<file path="src/hdl/pmr_pkg.sv">
`default_nettype none
package pmr_pkg;

    // Field widths of one descriptor beat
    localparam int SOURCE_W = 6;
    localparam int COUNT_W  = 16;
    localparam int BUF_W    = 4;
    localparam int LEN_W    = 24;

    // Number of distinct source codes the source field can carry
    localparam int SRC_RANGE = 2 ** SOURCE_W;

    // Defaults for the top-level parameters
    localparam int NUM_SOURCES_DEF = 64;
    localparam int QUEUE_DEPTH_DEF = 16;

    typedef struct packed {
        logic [SOURCE_W-1:0] source;
        logic [COUNT_W-1:0]  seq_count;
        logic                ordered;
        logic [BUF_W-1:0]    buffer_index;
        logic [LEN_W-1:0]    msg_length;
    } t_in_item;

    typedef struct packed {
        logic [BUF_W-1:0]    out_buffer;
        logic [SOURCE_W-1:0] out_source;
        logic [LEN_W-1:0]    out_length;
        logic                overflow;
        logic                last;
    } t_out_item;

    // Payload of a parked message (its count lives in the tag cells)
    typedef struct packed {
        logic [SOURCE_W-1:0] source;
        logic [BUF_W-1:0]    buffer_index;
        logic [LEN_W-1:0]    msg_length;
    } t_wait_data;

    typedef enum logic [2:0] {
        ST_IDLE,
        ST_LOOKUP,
        ST_SCAN,
        ST_PICK,
        ST_LOAD
    } t_state;

    // Controller to datapath
    typedef struct packed {
        logic accept;     // latch descriptor, read its expected count
        logic emit_item;  // deliver descriptor as the only result
        logic hold_item;  // deliver descriptor later, bump count, start release
        logic drop_item;  // queue full: report overflow
        logic park_item;  // store descriptor in the wait queue
        logic scan;       // compare all queue tags against expected count
        logic take_entry; // emit pending result, take matching entry
        logic finish;     // emit pending result as last, write count back
        logic load;       // pending result from released entry
    } t_cmd;

    // Datapath to controller
    typedef struct packed {
        logic deliver;
        logic ordered;
        logic full;
        logic hit;
    } t_stat;

endpackage
`default_nettype wire

</file>
<file path="src/hdl/pmr_ctrl.sv">
`default_nettype none
module pmr_ctrl (
    input  wire logic           i_clk,
    input  wire logic           i_rst_n,
    input  wire logic           i_start,
    input  wire pmr_pkg::t_stat i_stat,
    output pmr_pkg::t_cmd       o_cmd,
    output logic                o_busy
);
    import pmr_pkg::*;

    t_state r_state;
    t_state n_state;

    // State register
    always_ff @(posedge i_clk) begin
        if (!i_rst_n) begin
            r_state <= ST_IDLE;
        end else begin
            r_state <= n_state;
        end
    end

    // Next state
    always_comb begin
        n_state = r_state;
        unique case (r_state)
            ST_IDLE: begin
                if (i_start) n_state = ST_LOOKUP;
            end
            ST_LOOKUP: begin
                if (i_stat.deliver && i_stat.ordered) n_state = ST_SCAN;
                else n_state = ST_IDLE;
            end
            ST_SCAN: begin
                n_state = ST_PICK;
            end
            ST_PICK: begin
                if (i_stat.hit) n_state = ST_LOAD;
                else n_state = ST_IDLE;
            end
            ST_LOAD: begin
                n_state = ST_SCAN;
            end
            default: begin
                n_state = ST_IDLE;
            end
        endcase
    end

    // Commands
    always_comb begin
        o_cmd = '0;
        unique case (r_state)
            ST_IDLE: begin
                o_cmd.accept = i_start;
            end
            ST_LOOKUP: begin
                if (i_stat.deliver) begin
                    o_cmd.hold_item = i_stat.ordered;
                    o_cmd.emit_item = !i_stat.ordered;
                end else begin
                    o_cmd.drop_item = i_stat.full;
                    o_cmd.park_item = !i_stat.full;
                end
            end
            ST_SCAN: begin
                o_cmd.scan = 1'b1;
            end
            ST_PICK: begin
                o_cmd.take_entry = i_stat.hit;
                o_cmd.finish     = !i_stat.hit;
            end
            ST_LOAD: begin
                o_cmd.load = 1'b1;
            end
            default: begin
                o_cmd = '0;
            end
        endcase
    end

    assign o_busy = (r_state != ST_IDLE);

endmodule
`default_nettype wire

</file>
<file path="src/hdl/pmr_datapath.sv">
`default_nettype none
module pmr_datapath #(
    parameter int NUM_SOURCES = pmr_pkg::NUM_SOURCES_DEF,
    parameter int QUEUE_DEPTH = pmr_pkg::QUEUE_DEPTH_DEF
) (
    input  wire logic              i_clk,
    input  wire logic              i_rst_n,
    input  wire pmr_pkg::t_in_item i_item,
    input  wire pmr_pkg::t_cmd     i_cmd,
    output pmr_pkg::t_stat         o_stat,
    output pmr_pkg::t_out_item     o_result,
    output logic                   o_valid
);
    import pmr_pkg::*;

    // Only slots reachable from the source field need a counter
    localparam int CNT_DEPTH = (NUM_SOURCES < SRC_RANGE) ? NUM_SOURCES : SRC_RANGE;
    localparam int SLOT_W    = $clog2(CNT_DEPTH);
    localparam int QIDX_W    = $clog2(QUEUE_DEPTH);

    // Source to counter slot fold, a constant table
    logic [SLOT_W-1:0] w_fold_tab [SRC_RANGE];
    for (genvar g = 0; g < SRC_RANGE; g++) begin : g_fold
        assign w_fold_tab[g] = SLOT_W'(g % NUM_SOURCES);
    end

    // Descriptor and expected count
    t_in_item          r_item;
    logic [SLOT_W-1:0] r_slot;
    logic [COUNT_W-1:0] r_exp;
    logic [COUNT_W-1:0] w_exp_cur;

    // Expected-count memory with per-slot written flags
    logic [COUNT_W-1:0]   r_cnt_mem [CNT_DEPTH];
    logic [CNT_DEPTH-1:0] r_cnt_vld;
    logic [COUNT_W-1:0]   r_cnt_rd;
    logic                 r_cnt_rd_vld;

    // Wait queue: tag cells, valid bits, payload memory
    logic [QUEUE_DEPTH-1:0] r_q_vld;
    logic [SLOT_W-1:0]      r_q_slot [QUEUE_DEPTH];
    logic [COUNT_W-1:0]     r_q_cnt  [QUEUE_DEPTH];
    t_wait_data             r_q_mem  [QUEUE_DEPTH];
    t_wait_data             r_q_rd;
    logic [QUEUE_DEPTH-1:0] r_match;
    logic [QIDX_W-1:0]      w_pick_idx;
    logic [QIDX_W-1:0]      w_free_idx;
    logic [QIDX_W-1:0]      r_free_idx;
    logic                   r_full;

    // Pending delivery and output register
    t_wait_data r_pend;
    t_out_item  r_out;
    logic       r_out_vld;

    // Descriptor capture
    always_ff @(posedge i_clk) begin
        if (i_cmd.accept) begin
            r_item <= i_item;
            r_slot <= w_fold_tab[i_item.source];
        end
    end

    // Counter memory: read on accept, write back at end of release
    always_ff @(posedge i_clk) begin
        if (i_cmd.accept) begin
            r_cnt_rd <= r_cnt_mem[w_fold_tab[i_item.source]];
        end
        if (i_cmd.finish) begin
            r_cnt_mem[r_slot] <= r_exp;
        end
    end

    always_ff @(posedge i_clk) begin
        if (!i_rst_n) begin
            r_cnt_vld    <= '0;
            r_cnt_rd_vld <= 1'b0;
        end else begin
            if (i_cmd.accept) r_cnt_rd_vld <= r_cnt_vld[w_fold_tab[i_item.source]];
            if (i_cmd.finish) r_cnt_vld[r_slot] <= 1'b1;
        end
    end

    // A never-written slot counts from zero
    assign w_exp_cur = r_cnt_rd_vld ? r_cnt_rd : '0;

    // Running expected count during release
    always_ff @(posedge i_clk) begin
        if (i_cmd.hold_item) begin
            r_exp <= w_exp_cur + COUNT_W'(1);
        end else if (i_cmd.take_entry) begin
            r_exp <= r_exp + COUNT_W'(1);
        end
    end

    // Lowest free queue entry, registered; valid bits settle well before use
    always_comb begin
        w_free_idx = '0;
        for (int i = QUEUE_DEPTH - 1; i >= 0; i--) begin
            if (!r_q_vld[i]) w_free_idx = QIDX_W'(i);
        end
    end

    always_ff @(posedge i_clk) begin
        r_free_idx <= w_free_idx;
        r_full     <= &r_q_vld;
    end

    // Lowest matching entry
    always_comb begin
        w_pick_idx = '0;
        for (int i = QUEUE_DEPTH - 1; i >= 0; i--) begin
            if (r_match[i]) w_pick_idx = QIDX_W'(i);
        end
    end

    // Queue valid bits
    always_ff @(posedge i_clk) begin
        if (!i_rst_n) begin
            r_q_vld <= '0;
        end else begin
            if (i_cmd.park_item)  r_q_vld[r_free_idx] <= 1'b1;
            if (i_cmd.take_entry) r_q_vld[w_pick_idx] <= 1'b0;
        end
    end

    // Tag cells and parallel match
    always_ff @(posedge i_clk) begin
        if (i_cmd.park_item) begin
            r_q_slot[r_free_idx] <= r_slot;
            r_q_cnt[r_free_idx]  <= r_item.seq_count;
        end
        if (i_cmd.scan) begin
            for (int i = 0; i < QUEUE_DEPTH; i++) begin
                r_match[i] <= r_q_vld[i] && (r_q_slot[i] == r_slot) && (r_q_cnt[i] == r_exp);
            end
        end
    end

    // Payload memory
    always_ff @(posedge i_clk) begin
        if (i_cmd.park_item) begin
            r_q_mem[r_free_idx] <= '{source: r_item.source,
                                     buffer_index: r_item.buffer_index,
                                     msg_length: r_item.msg_length};
        end
        if (i_cmd.take_entry) begin
            r_q_rd <= r_q_mem[w_pick_idx];
        end
    end

    // Pending result, delivered once the next step is known
    always_ff @(posedge i_clk) begin
        if (i_cmd.hold_item) begin
            r_pend <= '{source: r_item.source,
                        buffer_index: r_item.buffer_index,
                        msg_length: r_item.msg_length};
        end else if (i_cmd.load) begin
            r_pend <= r_q_rd;
        end
    end

    // Output beat
    always_ff @(posedge i_clk) begin
        if (i_cmd.emit_item || i_cmd.drop_item) begin
            r_out <= '{out_buffer: r_item.buffer_index, out_source: r_item.source,
                       out_length: r_item.msg_length, overflow: i_cmd.drop_item,
                       last: 1'b1};
        end else if (i_cmd.take_entry || i_cmd.finish) begin
            r_out <= '{out_buffer: r_pend.buffer_index, out_source: r_pend.source,
                       out_length: r_pend.msg_length, overflow: 1'b0,
                       last: i_cmd.finish};
        end
    end

    always_ff @(posedge i_clk) begin
        if (!i_rst_n) begin
            r_out_vld <= 1'b0;
        end else begin
            r_out_vld <= i_cmd.emit_item | i_cmd.drop_item | i_cmd.take_entry | i_cmd.finish;
        end
    end

    // Status
    assign o_stat.deliver = !r_item.ordered || (r_item.seq_count == w_exp_cur);
    assign o_stat.ordered = r_item.ordered;
    assign o_stat.full    = r_full;
    assign o_stat.hit     = |r_match;

    assign o_result = r_out;
    assign o_valid  = r_out_vld;

endmodule
`default_nettype wire

</file>
<file path="src/hdl/per_source_message_reorder.sv">
// An unordered, parked or dropped descriptor is decided in the lookup state; an
// in-order delivery is held and emitted from the release loop (tag scan, pick,
// payload memory read), followed by each released queued message in turn.
// A new descriptor is taken only in the idle state, once any release is done.
// Results are one-cycle strobes; the receiver cannot stall.
// Reset (synchronous): counters read as zero, wait queue empty, no clearing pass.
`default_nettype none
module per_source_message_reorder #(
    parameter int NUM_SOURCES = pmr_pkg::NUM_SOURCES_DEF,
    parameter int QUEUE_DEPTH = pmr_pkg::QUEUE_DEPTH_DEF
) (
    input  wire logic              i_clk,
    input  wire logic              i_rst_n,
    input  wire logic              i_start,
    input  wire pmr_pkg::t_in_item i_item,
    output logic                   o_busy,
    output logic                   o_valid,
    output pmr_pkg::t_out_item     o_result
);
    import pmr_pkg::*;

    t_cmd  w_cmd;
    t_stat w_stat;

    // Sequencer
    pmr_ctrl u_ctrl (
        .i_clk   (i_clk),
        .i_rst_n (i_rst_n),
        .i_start (i_start),
        .i_stat  (w_stat),
        .o_cmd   (w_cmd),
        .o_busy  (o_busy)
    );

    // Counters, wait queue and output beat
    pmr_datapath #(
        .NUM_SOURCES (NUM_SOURCES),
        .QUEUE_DEPTH (QUEUE_DEPTH)
    ) u_datapath (
        .i_clk    (i_clk),
        .i_rst_n  (i_rst_n),
        .i_item   (i_item),
        .i_cmd    (w_cmd),
        .o_stat   (w_stat),
        .o_result (o_result),
        .o_valid  (o_valid)
    );

endmodule
`default_nettype wire
</file>
<file path="config.mk">
export PLATFORM = sky130hd
export DESIGN_NAME = per_source_message_reorder
export DESIGN_NICKNAME = d
export VERILOG_FILES = /design/src/hdl/pmr_pkg.sv /design/src/hdl/pmr_ctrl.sv /design/src/hdl/pmr_datapath.sv /design/src/hdl/per_source_message_reorder.sv
export SDC_FILE = /design/constraint.sdc
export NUM_CORES = 2
export LEC_CHECK = 0
export BUFFER_PORTS_ARGS = -buffer_cell sky130_fd_sc_hd__buf_2
export CORE_MARGIN = 2
export CORE_UTILIZATION = 45
export DETAILED_ROUTE_END_ITERATION = 8
export RECOVER_POWER = 25
export SYNTH_ARGS = -nofsm -noshare
export SYNTH_HDL_FRONTEND = slang
export SYNTH_SLANG_ARGS = --single-unit
</file>
<file path="constraint.sdc">
create_clock -name i_clk -period 9.7 [get_ports i_clk]
set_input_delay 0.485 -clock i_clk [delete_from_list [all_inputs] [get_ports i_clk]]
set_output_delay 0.485 -clock i_clk [all_outputs]
set_load 0.03 [all_outputs]
</file>
==> flow_metrics.env <==
export IMPL_post_cts_hold_buffer_count=47
export IMPL_failed_checks="max-capacitance violations, max-slew violations"
export IMPL_grt_pass1_wl_um=301000
export IMPL_count_of_clock_tree_sinks=2117
export IMPL_antenna_found_initial=15
export IMPL_dpl_instance_area_um2=86900
export IMPL_tritoncts="yes"
export IMPL_syn_to_final_growth_pct=13.4
export IMPL_global_route_overflow_total=0
export IMPL_path_max_fanout=39
export IMPL_worstSkewPairLatency_ns=0.87
export IMPL_outcome="finished, violations left"
export IMPL_number_of_global_route_vias_before_repair=40900
export IMPL_power_leakage_nw=29.2
export IMPL_ir_worst_vdd_uv=149
export IMPL_detail_route_drc_violations=0
export IMPL_synth_top_cells_by_area="edfxtp_1 (73%), mux4_2 (9.7%), xor2_1 (2.7%), mux2i_1 (2.6%), dfxtp_1 (2.2%)"
export IMPL_via_cell_ratio=5.80
export IMPL_die_x_um=433
export IMPL_post_synthesis_instance_total=4263
export IMPL_max_clock_freq_mhz=190
export IMPL_critical_path_rt_ns=10.25
export IMPL_placement_rows=157
export IMPL_postRouteWirelength_um=212000
export IMPL_buffer_type_at_the_clock_tree_root="clkbuf_16"
export IMPL_post_route_setup_tns_ns=0
export IMPL_cp_end_kind="flop"
export IMPL_place_hpwl_um=118000
export IMPL_rsz0062_at_grt="false"
export IMPL_maxCapViolCount=20
export IMPL_routed_wire_length_per_instance_um=29.5
export IMPL_worst_setup_path_type="reg -> reg"
export IMPL_setup_viol_count_final=0
export IMPL_dr_total_vias=41700
export IMPL_die_area_um2=188000
export IMPL_hold_violations=0
export IMPL_avgSynthCellArea_um2=19.4
export IMPL_r2r_slack_ns=4.43
export IMPL_synth_cell_types=57
export IMPL_layout_cells_sized_above_1=0.207
export IMPL_ys_seq_area_frac=0.756
export IMPL_multi_input_gate_area_um2=19500
export IMPL_ys_warn_count=0
export IMPL_timing_worst_slew_pin_value_ns=3.43
export IMPL_worstPathArrival_ns=5.82
export IMPL_cts_max_level=4
export IMPL_tritoncts_num_buffers=213
export IMPL_synthesis_nets=4318
export IMPL_die_height_um=433
export IMPL_core_area_um2=183000
export IMPL_dr_pass1_iters=5
export IMPL_maximum_number_of_pins_on_one_net_before_global_route_repair=134
export IMPL_post_route_util=0.513
export IMPL_number_of_synthesized_flops_with_an_enable_pin=2026
export IMPL_worstRegToRegCells=4
export IMPL_port_buffers=91
export IMPL_cts_repair_timing_setup_buffer_count=0
export IMPL_place_congestion=0.818
export IMPL_netlist_area_leader_share=0.734
export IMPL_start_util=0.453
export IMPL_seqCellArea_um2=62700
export IMPL_timing_final_max_slew_violations=590
export IMPL_cts_clk_slew_worst_paths_ns=0.06
export IMPL_report_power_total_mw=18.4
export IMPL_nNetsFinal=4594
export IMPL_holdPathStages=1
export IMPL_detailedRoute_firstIterationViolations=4730
export IMPL_grt_total_usage=0.225
export IMPL_worst_setup_path_start_kind="flop"
export IMPL_post_cts_resized=0
export IMPL_power_per_cell_area_nw_per_um2=196
export IMPL_ant_nets=0
export IMPL_num_fill_cells=14700
export IMPL_layout_cell_area_non_filler_um2=94000
export IMPL_synth_largest_area_cell="edfxtp_1"
export IMPL_slew_limit_headroom=-1.28
export IMPL_min_period_over_period=0.543
export IMPL_synth_async_reset_ratio=0
export IMPL_ios=92
export IMPL_min_path_type="in -> reg"
export IMPL_count_of_state_elements_after_synthesis=2117
export IMPL_finClkSkew_ns=0.0503
export IMPL_clock_tree_buffer_depth=3
export IMPL_postSynth_topFlopCell="edfxtp_1"
export IMPL_final_period_minus_worst_setup_slack_ns=5.27
export IMPL_mappedNetlistArea_um2=82900
power breakdown:
part | total [mW] | internal, mW | switching [mW] | leakage [nW]
combinational | 0.512 | 0.215 | 0.297 | 6.91
sequential | 10.0 | 9.97 | 0.0678 | 19.0
clock | 7.87 | 4.38 | 3.49 | 3.29
metal layers:
layer	global-route usage	part of all wire
met1	0.320	0.43
met2	0.363	0.48
met3	0.0340	0.063
met4	0.0621	0.025
met5	0	0.000085
cell usage after synthesis, types with 6 or more instances:
cell type	count
buf_2	69
and3_1	8
edfxtp_1	2026
a21oi_1	74
or4_1	25
mux2i_1	219
o221a_2	14
o22ai_1	117
nor2_1	108
xor2_1	260
dfxtp_1	91
nand3b_1	6
a22o_1	34
nand4_1	61
nand3_1	32
buf_1	28
clkbuf_1	120
o21a_1	66
or4b_1	9
nand4b_1	7
nor3_1	38
nor2b_1	6
nor4_1	65
xnor2_1	125
nand2_1	171
o21ai_0	28
mux4_2	357
inv_1	12
mux2_2	34
critical path, stage by stage, from the launching register on:
cell,delay (ns)
edfxtp_1,0.33
clkbuf_1,2.06
nand3_1,1.09
nor2_1,1.10
buf_4,0.36
kinds of logic after synthesis:
| family | after synthesis | share of synthesized area |
|---|---|---|
| AO/OA/AOI/OAI | 350 | 0.0281 |
| multiplexers | 610 | 0.128 |
| flip-flops | 2117 | 0.756 |
| adder cells (fa/ha/maj) | 1 | 0.000151 |
| XOR/XNOR | 385 | 0.0407 |
| AND/OR/NAND/NOR | 562 | 0.0345 |
| buffers and inverters | 238 | 0.0124 |
sequential cells by signal, indices dropped and copies added (netlist names), 3 cells and up:
| signal | count |
|---|---|
| u_datapath.r_item | 45 |
| u_ctrl.r_state | 3 |
| u_datapath.r_q_slot | 31 |
| u_datapath.r_cnt_vld | 64 |
| u_datapath.r_slot | 5 |
| u_datapath.o_result | 36 |
| u_datapath.r_match | 16 |
| u_datapath.r_pend | 34 |
| u_datapath.r_cnt_mem | 1024 |
| u_datapath.r_exp | 16 |
| u_datapath.r_q_rd | 34 |
| u_datapath.r_q_mem | 513 |
| u_datapath.r_free_idx | 4 |
| u_datapath.r_cnt_rd | 16 |
| u_datapath.r_q_vld | 16 |
| u_datapath.r_q_cnt | 256 |
layout make-up:
class | instances | area share
repair buffers | 287 | 0.0213
inverters | 12 | 0.000479
well taps | 2464 | 0.0328
clock inverters | 109 | 0.00994
multi-input cells | 1908 | 0.207
clock buffers | 283 | 0.0614
diodes | 2 | 0.0000532
flip-flops and latches | 2117 | 0.667
per-stage QoR:
stage                     instances  setup WS [ns]  hold slack, ns
after floorplan                4263           2.18           0.435
after global placement         6741           5.43           0.441
after detailed placement       6741           5.37           0.449
after CTS                      7180           5.35           0.149
after global routing           7181           4.35           0.264
final                          7182           4.43           0.270
cells in the final DEF, fill, tap and decap left out, types with 11 or more instances in the layout:
master,Yosys,final
nand2_1,171,166
nand4_1,61,61
nor3_1,38,37
buf_4,5,123
nor2_2,0,38
clkbuf_1,120,104
nand3_1,32,29
nor4_1,65,64
o221a_2,14,14
clkinv_2,0,44
clkbuf_8,0,11
dfxtp_1,91,91
o21a_1,66,66
clkbuf_16,0,216
mux2_2,34,34
or4_1,25,25
edfxtp_1,2026,2026
clkinv_1,0,40
a22o_1,34,34
xnor2_1,125,125
a21oi_1,74,73
inv_1,12,11
xor2_1,260,260
o21ai_0,28,28
nor2_1,108,62
dlygate4sd3_1,0,47
o22ai_1,117,117
mux2i_1,219,219
buf_2,69,63
mux4_2,357,357
worst paths after layout:
path | startpoint | to
max reg2reg | u_datapath.r_item[50]$_DFFE_PP_ | u_datapath.r_cnt_mem[48][9]$_DFFE_PP_
min | i_item[45] | u_datapath.r_slot[0]$_DFFE_PP_
min reg2reg | u_datapath.r_cnt_vld[26]$_SDFFE_PN0P_ | u_datapath.r_cnt_vld[26]$_SDFFE_PN0P_
max | u_datapath.r_item[50]$_DFFE_PP_ | u_datapath.r_cnt_mem[48][9]$_DFFE_PP_
Note: power is estimated with default switching activity, not from simulation.
